## src/rtl/core/gbn_pkg.sv

```systemverilog
package gbn_pkg;

    // input selector codes
    localparam logic [1:0] MODE_MSG     = 2'd0;
    localparam logic [1:0] MODE_ACK     = 2'd1;
    localparam logic [1:0] MODE_TIMEOUT = 2'd2;
    localparam logic [1:0] MODE_NONE    = 2'd3;

    // result status codes
    localparam logic [1:0] STAT_OK      = 2'd0;
    localparam logic [1:0] STAT_CORRUPT = 2'd1;
    localparam logic [1:0] STAT_FULL    = 2'd2;
    localparam logic [1:0] STAT_STALE   = 2'd3;

    localparam int BufferDepthDefault = 64;
    localparam int MaxWindowDefault   = 32;
    localparam int ResultCap          = 32;

    localparam int WinW = 6;
    localparam logic [WinW-1:0] WINDOW_RESET = 6'd7;

    localparam int SeqW     = 32;
    localparam int CksW     = 13;
    localparam int PayloadW = 160;

    localparam int InDataW   = 256;
    localparam int InUserW   = 2;
    localparam int OutDataW  = 208;
    localparam int OutUserW  = 3;

    typedef struct packed {
        logic capture;
        logic eval;
        logic rd_send;
        logic rd_res;
        logic emit_pkt;
        logic emit_empty;
    } gbn_cmd_t;

    typedef struct packed {
        logic [1:0] mode;
        logic       full;
        logic       corrupt;
        logic       stale;
        logic       none_out;
        logic       send_ok;
        logic       more;
        logic       out_free;
    } gbn_sts_t;

    // byte sum of one 32-bit word
    function automatic logic [9:0] sum4(input logic [31:0] w);
        logic [9:0] s;
        s = 10'(w[7:0]) + 10'(w[15:8]) + 10'(w[23:16]) + 10'(w[31:24]);
        return s;
    endfunction

endpackage

```

## src/rtl/core/gbn_ctrl.sv

```systemverilog
module gbn_ctrl
    import gbn_pkg::*;
(
    input  logic     aclk,
    input  logic     aresetn,
    input  logic     in_valid,
    output logic     in_ready,
    input  gbn_sts_t sts,
    output gbn_cmd_t cmd
);

    localparam logic [2:0] ST_IDLE   = 3'd0;
    localparam logic [2:0] ST_EVAL   = 3'd1;
    localparam logic [2:0] ST_SEND   = 3'd2;
    localparam logic [2:0] ST_RESEND = 3'd3;
    localparam logic [2:0] ST_EMIT   = 3'd4;
    localparam logic [2:0] ST_EMPTY  = 3'd5;

    logic [2:0] state_reg, state_next;

    assign in_ready = (state_reg == ST_IDLE);

    always_comb begin
        state_next = state_reg;
        cmd        = '0;
        unique case (state_reg)
            ST_IDLE: begin
                if (in_valid) begin
                    cmd.capture = 1'b1;
                    state_next  = ST_EVAL;
                end
            end
            ST_EVAL: begin
                cmd.eval = 1'b1;
                unique case (sts.mode)
                    MODE_MSG:     state_next = sts.full ? ST_EMPTY : ST_SEND;
                    MODE_ACK:     state_next = (sts.corrupt || sts.stale) ? ST_EMPTY : ST_SEND;
                    MODE_TIMEOUT: state_next = sts.none_out ? ST_EMPTY : ST_RESEND;
                    default:      state_next = ST_EMPTY;
                endcase
            end
            ST_SEND: begin
                if (sts.send_ok) begin
                    cmd.rd_send = 1'b1;
                    state_next  = ST_EMIT;
                end else begin
                    state_next = ST_EMPTY;
                end
            end
            ST_RESEND: begin
                cmd.rd_res = 1'b1;
                state_next = ST_EMIT;
            end
            ST_EMIT: begin
                if (sts.out_free) begin
                    cmd.emit_pkt = 1'b1;
                    if (!sts.more) begin
                        state_next = ST_IDLE;
                    end else if (sts.mode == MODE_TIMEOUT) begin
                        state_next = ST_RESEND;
                    end else begin
                        state_next = ST_SEND;
                    end
                end
            end
            ST_EMPTY: begin
                if (sts.out_free) begin
                    cmd.emit_empty = 1'b1;
                    state_next     = ST_IDLE;
                end
            end
            default: begin
                state_next = ST_IDLE;
            end
        endcase
    end

    always_ff @(posedge aclk) begin
        if (!aresetn) begin
            state_reg <= ST_IDLE;
        end else begin
            state_reg <= state_next;
        end
    end

endmodule

```

## config.mk

```make
export PLATFORM = sky130hd
export DESIGN_NAME = gbn_ctrl
export DESIGN_NICKNAME = d
export VERILOG_FILES = /design/src/rtl/core/gbn_pkg.sv /design/src/rtl/core/gbn_ctrl.sv
export SDC_FILE = /design/constraint.sdc
export NUM_CORES = 1
export LEC_CHECK = 0
export BUFFER_PORTS_ARGS = -buffer_cell sky130_fd_sc_hd__buf_2
export CAP_MARGIN = 20
export CORE_AREA = 4 4 41 43
export CTS_CLUSTER_DIAMETER = 150
export DETAILED_ROUTE_END_ITERATION = 10
export DIE_AREA = 0 0 45 47
export PLACE_DENSITY_LB_ADDON = 0.05
export SLEW_MARGIN = 20
export SYNTH_ARGS = -nofsm -noshare
export SYNTH_HDL_FRONTEND = slang
export SYNTH_SLANG_ARGS = --single-unit
```

## constraint.sdc

```tcl
create_clock -name aclk -period 1.3 [get_ports aclk]
set_input_delay 0.26 -clock aclk [delete_from_list [all_inputs] [get_ports aclk]]
set_output_delay 0.26 -clock aclk [all_outputs]
set_load 0.005 [all_outputs]
```

# Yosys cells after proc, flatten, opt, wreduce, memory -nomap -nowiden
# Cells that the tools add are included.
[totals]
output_inout_bits = 7
latch_bits = 0
regBits = 3
rom_bits = 0
ram_bits = 0
memories = 0
[op_classes]
n_mul = 0
shift = 0
n_reduce_logical = 4
n_div = 0
magnitude_cmp = 0
n_eq_ne = 10
bitwise_logic = 0
muxes = 20
add_sub_neg = 0
[ops]
columns = ["op", "count"]
rows = [
  ["$mux W3", 7],
  ["$pmux W3 S6", 1],
  ["$mux W1", 11],
  ["$pmux W3 S3", 1],
  ["$eq A3 B2 Y1 const B", 2],
  ["$eq A3 B3 Y1 const B", 2],
  ["$ne A2 B2 Y1 const B", 3],
  ["$eq A3 B1 Y1 const B", 1],
  ["$logic_not A3 Y1", 1],
  ["$reduce_and A3 Y1", 1],
  ["$eq A2 B1 Y1 const B", 1],
  ["$eq A2 B2 Y1 const B", 1],
  ["$logic_not A2 Y1", 1],
  ["$logic_or A1 B1 Y1", 1],
]

# Longest topological paths before layout
# Gate-level depths: netlist of run 1.
[logic_depth]
ltp_word = 5
depth_mapped = 5
mapped_depth_nobuf = 4

# Least setup slack after synthesis of run 1
# OpenSTA, ideal clock, no wires.
[synth_path]
path_kind = "register to output"
start = "register state_reg[0]"
end = "output port cmd[5] (netlist bit)"
path_buffers = 1
required_time_ns = 1.040
arrival_ns = 0.867
path_slack_ns = 0.173
stages_incl_launch_ff = 4
path_cell_list = "dfxtp_1 > buf_2 > nor3_1 > and2_1"
[synth_lines]
columns = ["element", "line", "source"]
rows = [
  ["start: declaration", "gbn_ctrl.sv:19", "logic [2:0] state_reg, state_next;"],
  ["start signal: assignment", "gbn_ctrl.sv:82", "state_reg <= state_next;"],
  ["end: declaration", "gbn_ctrl.sv:9", "output gbn_cmd_t cmd"],
]

==> results of run 1 <==
-- metal layers --
metal,vias to the layer above,share of wire [%],global-route usage [%]
met3,4,8.4,2.68
met2,17,40,11.3
met4,0,5.9,14.0
li1,182,-,-
met1,156,46,11.7
met5,-,0,0
-- cell usage in the layout, fill, tap and decap left out, types with 2 or more instances in the layout --
master	Yosys	layout
nor3_2	1	2
dfxtp_4	0	3
clkbuf_4	0	3
nand2_1	4	4
nor3_1	5	4
nor3b_1	2	2
o21ai_1	2	2
buf_2	2	17
nor2_1	6	5
buf_4	1	4
-- how the worst max path moves through the flow --
stage	start	endpoint	slack, ns	cells past startpoint
floorplan	state_reg[0]$_SDFFE_PN0P_	cmd[5]	0.17	3
global placement	state_reg[1]$_SDFFE_PN0P_	state_reg[0]$_SDFFE_PN0P_	0.06	4
detailed placement	state_reg[1]$_SDFFE_PN0P_	state_reg[0]$_SDFFE_PN0P_	0.06	4
CTS	state_reg[2]$_SDFFE_PN0P_	cmd[1]	-0.02	3
global route	state_reg[0]$_SDFFE_PN0P_	cmd[5]	-0.10	3
finish	state_reg[2]$_SDFFE_PN0P_	cmd[1]	-0.02	3
-- what timing repair did --
action,4_1_cts,5_1_grt
cloned,0,0
gates resized for setup,8,2
pin swaps,2,1
endpoints found under the setup margin,6,6
buffers inserted,3,1
-- through the flow --
stage	cells	hold slack (ns)	power (mW)	TNS, ns
floorplan	39	0.376	0.340	0
global placement	69	0.511	0.416	0
detailed placement	69	0.509	0.416	0
CTS	76	0.250	0.653	-0.0327
global route	77	0.246	0.730	-0.452
finish	77	0.252	0.663	-0.0261
-- synth_stat cells (all sizes together) (2+ instances only) --
cell	instances
nor3	6
nor3b	2
nand2	4
buf	3
nor2	6
dfxtp	3
o21ai	3
-- worst max-delay path, stage by stage, from the launching register on --
cell and delay (ns):
dfxtp_4 0.37, nor2b_4 0.16, and3b_1 0.18, buf_2 0.11
-- cell families after synthesis --
group | count (synthesis) | share of synthesized area (%)
AOI/OAI and AO/OA | 6 | 13.0
and+or+nand+nor | 26 | 58.7
DFF | 3 | 20.9
buffers and inverters | 4 | 7.39
-- final cells by class --
class,instances,area [um^2]
Tap cell,15,18.8
Sequential cell,3,71.3
Clock buffer,4,26.3
Inverter,1,3.75
Fill cell,160,836
Timing Repair Buffer,22,126
Multi-Input combinational cell,32,219
-- power by group through the flow --
stage               logic, mW  registers, mW  clock network (mW)
floorplan               0.216          0.123                   0
global placement        0.240          0.176                   0
detailed placement      0.240          0.176                   0
CTS                     0.291          0.189               0.173
global route            0.342          0.198               0.189
finish                  0.305          0.190               0.168
==> out/results.tsv, run 1 <==
metric	value	unit
outcome	complete, but fails checks	
violations	negative setup slack	
ff2ff_path_depth	6	
place_ws	0.0573	ns
cp.arrival	1.06	ns
min_period	1.32	ns
fin_util	35.8	%
internal-power	0.426	mW
synth_enable_flop_cells	0	
r2r_setup_slack	0.02	ns
setup_viol	2	
max_freq	756	MHz
place_congestion	0.776	
rows	13	
hold_start	aresetn	
synth_top_cell_by_area	dfxtp_1	
yosysWarnings	0	
start_util	22.1	%
grt_overflow	0	
die_x	45	um
r2r_start	state_reg[2]$_SDFFE_PN0P_	
slew_violations	0	
synth-seq-cells	3	
cellPowerDensity	1420	nW/um^2
rsz0062_at_grt	true	
avgSynthCellArea	7.38	um^2
final_cell_area	465	um^2
cp-start-kind	flip-flop	
pwr-share-clk	25.3	%
syn_nets	51	
cts.clk_slew.worst_paths	0.04	ns
place_area	379	um^2
cts_tree	yes	
drtIter0Drc	6	
hold_depth	3	
synth_ff_type	dfxtp_1	
grt_start_max_net_pins	12	
core_area	1300	um^2
drive_gt1_share	54.8	%
ir_drop	397	uV
grt_pass1_wl	1350	um
pwr-share-comb	46.0	%
worst_slack	-0.0228	ns
synthCells	39	
ctsLongestPathBuffers	2	
io_buffer_count	18	
drc	0	
fin_skew	0.00216	ns
htree_levels	1	
yosys-top-cells-area	dfxtp_1 (21%), nor3_1 (8.7%), nor4b_4 (8.3%)	
crit_required	1.04	ns
yosys.area.top_type_share	20.9	%
whs_endpoint	state_reg[2]$_SDFFE_PN0P_	
largest_register_ffs	3	
ys_seq_area_share	20.9	%
antenna_found_initial	0	
grt_pass1_vias	315	
slew_headroom	79.3	%
reg2reg_to	state_reg[0]$_SDFFE_PN0P_	
synth.distinct_cells	22	
numCtsBuffers	3	
p_sw_share	35.8	%
clock-sinks	3	
power_frac_seq	28.6	%
ant_nets	0	
hpwl	626	um
clk_latency	0.24	ns
hold_class	primary input to flip-flop	
final_nets	75	
netlist_area	288	um^2
async_flop_share	0	%
first_pass_iters	4	
viasPerCell	4.66	
die_h	47	um
cts_hold_buf	0	
maxCapViolCount	0	
root_buffer	clkbuf_4	
area_growth_syn_to_layout	61.7	%
leakage	0.208	nW
fin_crit_sh	102	%
tightestPinTransition	0.308	ns
wirelength	850	um
power.net_switching	0.237	mW
grt_usage	9.69	%
crit_type	flip-flop to output pin	
wl_per_cell	11.0	um
crit_fanout	7	
die_area	2120	um^2
ios	19	
insertedDiodeCount	0	
crit_path_end_kind	output pin	
hold_violations	0	
vias	359	
(Power assumes the default switching activity.)
==> run 2, diff against run 1 <==
--- a/config.mk
+++ b/config.mk
@@ -5,6 +5,7 @@
 export SDC_FILE = /design/constraint.sdc
 export NUM_CORES = 1
 export LEC_CHECK = 0
+export ABC_AREA = 1
 export BUFFER_PORTS_ARGS = -buffer_cell sky130_fd_sc_hd__buf_2
 export CAP_MARGIN = 20
 export CORE_AREA = 4 4 41 43
==> out/results.tsv, run 2 <==
metric	value	unit	change
die_h	47	um	unchanged
dp.cells	92		was 69
ys_top_cells_by_count	inv_1 (11), nand2_1 (11), nor2_1 (7), nand3_1 (6), dfxtp_1 (3)		was nor2_1 (6), nor3_1 (5), nand2_1 (4), dfxtp_1 (3)
hold_violations	0		unchanged
crit_path_end_kind	output pin		unchanged
synth_enable_flop_cells	0		unchanged
largest_register_ffs	3		unchanged
layout_common_cells	buf_2 (18), inv_1 (11), nand2_1 (10)		was buf_2 (17), nor2_1 (5), nand2_1 (4), nor3_1 (4), buf_4 (4)
ys_seq_area_share	17.1	%	was 20.9%
async_flop_share	0	%	unchanged
r2r_setup_slack	0.08	ns	was 0.02 ns
yosys.area.top_type_share	17.1	%	was 20.9%
synth_top_cell_by_area	dfxtp_1		unchanged
min_period	1.32	ns	about the same
tightestPinTransition	0.256	ns	was 0.308 ns
hold_start	aresetn		unchanged
avgSynthCellArea	5.94	um^2	was 7.38 um^2
ios	19		unchanged
ant_nets	0		unchanged
cellPowerDensity	1620	nW/um^2	was 1420 nW/um^2
die_area	2120	um^2	unchanged
root_buffer	clkbuf_4		unchanged
rows	13		unchanged
crit_type	flip-flop to output pin		unchanged
clk_latency	0.24	ns	about the same
reg2reg_to	state_reg[1]$_SDFFE_PN0P_		was state_reg[0]$_SDFFE_PN0P_
wirelength	1090	um	was 850 um
rsz0062_at_grt	true		unchanged
first_pass_iters	4		unchanged
crit_required	1.04	ns	about the same
numCtsBuffers	3		unchanged
ir_drop	936	uV	was 397 uV
antenna_found_initial	0		unchanged
hold_class	primary input to flip-flop		unchanged
viasPerCell	4.65		was 4.66
cts_hold_buf	0		unchanged
drtIter0Drc	8		was 6
syn_nets	71		was 51
worst_slack	-0.0181	ns	was -0.0228 ns
grt_overflow	0		unchanged
synth-seq-cells	3		unchanged
yosys-top-cells-area	dfxtp_1 (17%), inv_1 (12%), nand2_1 (12%)		was dfxtp_1 (21%), nor3_1 (8.7%), nor4b_4 (8.3%)
outcome	complete, but fails checks		unchanged
r2r_start	state_reg[0]$_SDFFE_PN0P_		was state_reg[2]$_SDFFE_PN0P_
layout_commonest_cell	buf_2		unchanged
insertedDiodeCount	0		unchanged
io_buffer_count	18		unchanged
grt_pass1_wl	1680	um	was 1350 um
place_congestion	0.724		was 0.776
synthCells	59		was 39
start_util	26.9	%	was 22.1%
die_x	45	um	unchanged
slew_headroom	82.9	%	was 79.3%
synth_ff_type	dfxtp_1		unchanged
cts_tree	yes		unchanged
fin_util	44.1	%	was 35.8%
fillers	153		was 160
clock-sinks	3		unchanged
max_stage_delay	0.31	ns	was 0.37 ns
setup_viol	2		unchanged
grt_start_max_net_pins	8		was 12
ff2ff_path_depth	6		unchanged
yosysWarnings	0		unchanged
fin_skew	0.00298	ns	was 0.00216 ns
cp.arrival	1.06	ns	about the same
fin_cells	102		was 77
netlist_area	350	um^2	was 288 um^2
grt_usage	11.0	%	was 9.69%
core_area	1300	um^2	unchanged
hold_ws	0.270	ns	was 0.252 ns
area_growth_syn_to_layout	63.9	%	was 61.7%
maxCapViolCount	0		unchanged
crit_fanout	6		was 7
drive_gt1_share	52.9	%	was 54.8%
wl_per_cell	10.6	um	was 11.0 um
grt_pass1_vias	423		was 315
vias	474		was 359
hpwl	817	um	was 626 um
htree_levels	1		unchanged
violations	negative setup slack		unchanged
slew_violations	0		unchanged
hold_depth	3		unchanged
final_nets	100		was 75
fin_crit_sh	101	%	was 102%
synth.distinct_cells	20		was 22
drc	0		unchanged
whs_endpoint	state_reg[2]$_SDFFE_PN0P_		unchanged
cts.clk_slew.worst_paths	0.04	ns	about the same
ctsLongestPathBuffers	2		unchanged
cp-start-kind	flip-flop		unchanged
max_freq	759	MHz	was 756 MHz
leakage	0.308	nW	was 0.208 nW
cp_cell_sequence	buf_6, nor2_4, nand2_2, nor2_1, buf_2		was nor2b_4, and3b_1, buf_2
cp_slowest_cell	dfxtp_2		was dfxtp_4
[run 2: cell count changes in the layout (fill, tap and decap cells not counted), sizes merged, moves of 2 or more]
cell / delta
buf: +3
nor3: -3
inv: +12
nand2: +8
nor4: +2
nand4: +2
nor3b: -2
nor2: +3
nand3: +8
[run 2: worst max-delay path: cells and delay by family, from the launching register on]
family                 cells  cell delay, ns
buffers and inverters      2            0.25
flip-flops                 1            0.31
AND/OR/NAND/NOR            3            0.25
[run 2: final cells by class]
type | instances | area [um^2] | area share [%]
Tap cell | 15 | 18.8 | 3.27
Sequential cell | 3 | 68.8 | 12.0
Inverter | 13 | 56.3 | 9.80
Multi-Input combinational cell | 42 | 258 | 44.9
Timing Repair Buffer | 25 | 146 | 25.5
Clock buffer | 4 | 26.3 | 4.58
[run 2: metrics by stage]
stage / setup TNS (ns) / setup WS [ns] / cell area, um^2 / total power [mW]
after global routing: -0.213 / -0.0737 / 574 / 1.02
final: -0.0294 / -0.0181 / 574 / 0.932
after global placement: 0 / 0.129 / 455 / 0.595
after CTS: -0.0217 / -0.0142 / 542 / 0.878
after floorplan: 0 / 0.249 / 350 / 0.457
after detailed placement: 0 / 0.120 / 455 / 0.591
[run 2: what timing repair did]
action | 4_1_cts | 5_1_grt
setup endpoints to repair | 7 | 7
endpoints found under the hold margin | 0 | 0
setup buffers | 5 | 1
pin swaps | 2 | 1
gates resized for setup | 8 | 7
[run 2: worst max path at each step]
stage,cells past startpoint,from,endpoint
after detailed placement,3,state_reg[0]$_SDFFE_PN0P_,cmd[0]
final,5,state_reg[2]$_SDFFE_PN0P_,cmd[5]
after global routing,5,state_reg[2]$_SDFFE_PN0P_,cmd[5]
after global placement,3,state_reg[0]$_SDFFE_PN0P_,cmd[0]
after CTS,5,state_reg[2]$_SDFFE_PN0P_,cmd[5]
after floorplan,3,state_reg[2]$_SDFFE_PN0P_,cmd[0]
[run 2: power by group]
group | internal, mW | switching (mW)
Clock | 0.116 | 0.0562
Combinational | 0.271 | 0.301
Sequential | 0.134 | 0.0550
Total | 0.521 | 0.412
[run 2: kinds of logic after synthesis]
family,after synthesis,share of synthesized area (%)
buffers and inverters,14,17.1
AND/OR/NAND/NOR,37,55.7
AO/OA/AOI/OAI,5,10.0
flip-flops,3,17.1
[run 2: per-layer routing]
layer	vias up	share of wire, %	wire length, um	GRT usage, %
met3	0	7.7	84	3.45
met2	13	52	564	18.4
met4	0	0	0	3.51
li1	246	-	-	-
met5	-	0	0	0
met1	215	40	436	13.4
==> run 3, diff against run 2 <==
--- a/config.mk
+++ b/config.mk
@@ -12,7 +12,7 @@
 export CTS_CLUSTER_DIAMETER = 150
 export DETAILED_ROUTE_END_ITERATION = 10
 export DIE_AREA = 0 0 45 47
-export PLACE_DENSITY_LB_ADDON = 0.05
+export PLACE_DENSITY = 0.52
 export SLEW_MARGIN = 20
 export SYNTH_ARGS = -nofsm -noshare
 export SYNTH_HDL_FRONTEND = slang
==> constraint.sdc (replaced) <==
create_clock -name aclk -period 1.65 [get_ports aclk]
set_input_delay 0.33 -clock aclk [delete_from_list [all_inputs] [get_ports aclk]]
set_output_delay 0.33 -clock aclk [all_outputs]
set_load 0.005 [all_outputs]
==> out/results.tsv, run 3 (same netlist as run 2, synthesis figures left out) <==
metric	value	unit	change
die_area	2120	um^2	unchanged
postCtsSetupRepairBufs	0		was 5
htree_levels	1		unchanged
grt_overflow	0		unchanged
crit_fanout	6		unchanged
crit_path_end_kind	output pin		unchanged
clk_latency	0.23	ns	was 0.24 ns
final_nets	94		was 100
io_buffer_count	18		unchanged
grt_start_max_net_pins	8		unchanged
fin_skew	0.00101	ns	was 0.00298 ns
rsz0062_at_grt	false		was true
largest_register_ffs	3		unchanged
ir_drop	334	uV	was 936 uV
cts_tree	yes		unchanged
first_pass_iters	4		unchanged
ios	19		unchanged
viasPerCell	4.38		was 4.65
setup_viol	0		was 2
antenna_found_initial	0		unchanged
cts.clk_slew.worst_paths	0.03	ns	was 0.04 ns
outcome	complete, no violations		was complete, but fails checks
drc	0		unchanged
layout_commonest_cell	buf_2		unchanged
area_growth_syn_to_layout	37.5	%	was 63.9%
ctsLongestPathBuffers	2		unchanged
min_period	1.53	ns	
crit_type	flip-flop to output pin		unchanged
wl_per_cell	8.44	um	was 10.6 um
cp.arrival	1.20	ns	was 1.06 ns
insertedDiodeCount	0		unchanged
die_x	45	um	unchanged
fillers	154		was 153
start_util	26.9	%	unchanged
final_cell_area	482	um^2	was 574 um^2
cp-start-kind	flip-flop		unchanged
root_buffer	clkbuf_4		unchanged
crit_required	1.32	ns	was 1.04 ns
place_congestion	0.716		was 0.724
grt_usage	8.68	%	was 11.0%
grt_pass1_wl	1350	um	was 1680 um
drtIter0Drc	8		unchanged
cp_cell_sequence	inv_1, nor4_1, buf_2		was buf_6, nor2_4, nand2_2, nor2_1, buf_2
cellPowerDensity	1200	nW/um^2	was 1620 nW/um^2
drive_gt1_share	39.5	%	was 52.9%
hold_violations	0		unchanged
critPathTopFamily	flip-flops		unchanged
cts_hold_buf	0		unchanged
place_area	455	um^2	unchanged
layout_common_cells	buf_2 (18), nand2_1 (11), inv_1 (11)		was buf_2 (18), inv_1 (11), nand2_1 (10)
fin_crit_sh	93.0	%	
maxCapViolCount	0		unchanged
numCtsBuffers	3		unchanged
cts_resized	0		was 8
rows	13		unchanged
slew_violations	0		unchanged
vias	420		was 474
critPathBufInv	2		unchanged
core_area	1300	um^2	unchanged
wirelength	810	um	was 1090 um
slew_headroom	83.3	%	was 82.9%
tightestPinTransition	0.250	ns	was 0.256 ns
setup_tns	0	ns	was -0.0294 ns
max_freq	652	MHz	
die_h	47	um	unchanged
ant_nets	0		unchanged
hold_class	primary input to flip-flop		unchanged
grt_pass1_vias	387		was 423
cp_slowest_cell	dfxtp_1		was dfxtp_2
max_stage_delay	0.44	ns	was 0.31 ns
leakage	0.270	nW	was 0.308 nW
clock-sinks	3		unchanged
hpwl	712	um	was 817 um
==> run 3: final timing paths <==
kind                             start                   endpoint  slack (ns)  cells past startpoint
max          state_reg[2]$_SDFFE_PN0P_                     cmd[0]        0.12                      3
min                            aresetn  state_reg[2]$_SDFFE_PN0P_        0.35                      3
max reg2reg  state_reg[2]$_SDFFE_PN0P_  state_reg[1]$_SDFFE_PN0P_        0.55                      5
min reg2reg  state_reg[0]$_SDFFE_PN0P_  state_reg[0]$_SDFFE_PN0P_        0.54                      2
==> run 3: cell type report <==
cell class                 instances  area [um^2]  share of cell area (%)
multi-input combinational         42          230                    47.8
timing repair buffer              19         97.6                    20.3
sequential                         3         60.1                    12.5
inverter                          13         48.8                    10.1
clock buffer                       4         26.3                    5.45
tap                               15         18.8                    3.90
==> run 3: layer usage <==
metal | track usage [%] | share of wire [%] | vias to the layer above
met5 | 0 | 0 | -
met3 | 0.766 | 11 | 0
met2 | 13.6 | 42 | 18
li1 | - | - | 236
met4 | 7.02 | 0 | 0
met1 | 10.9 | 46 | 166
==> run 3: worst reg2reg max path, delay by kind of cell, from the launching register on <==
kind | cells | cell delay (ns)
AO/OA/AOI/OAI | 1 | 0.14
buffers and inverters | 1 | 0.18
flip-flops | 1 | 0.44
AND/OR/NAND/NOR | 3 | 0.22
==> run 3: report_power, final <==
part           total [mW]  switching, mW  internal [mW]
Combinational       0.321          0.188          0.133
Sequential          0.133         0.0372         0.0955
Clock               0.124         0.0341         0.0904
Total               0.578          0.259          0.319
==> run 3: metrics by stage <==
stage | setup WS (ns) | utilization (%) | hold slack [ns] | total power [mW] | instances
after floorplan | 0.529 | - | 0.439 | 0.360 | 59
after global placement | 0.365 | 35.0 | 0.550 | 0.463 | 92
after detailed placement | 0.363 | 35.0 | 0.541 | 0.456 | 92
after CTS | 0.106 | 37.0 | 0.349 | 0.587 | 96
after global routing | 0.0152 | 37.0 | 0.364 | 0.642 | 96
final | 0.116 | 37.0 | 0.353 | 0.578 | 96
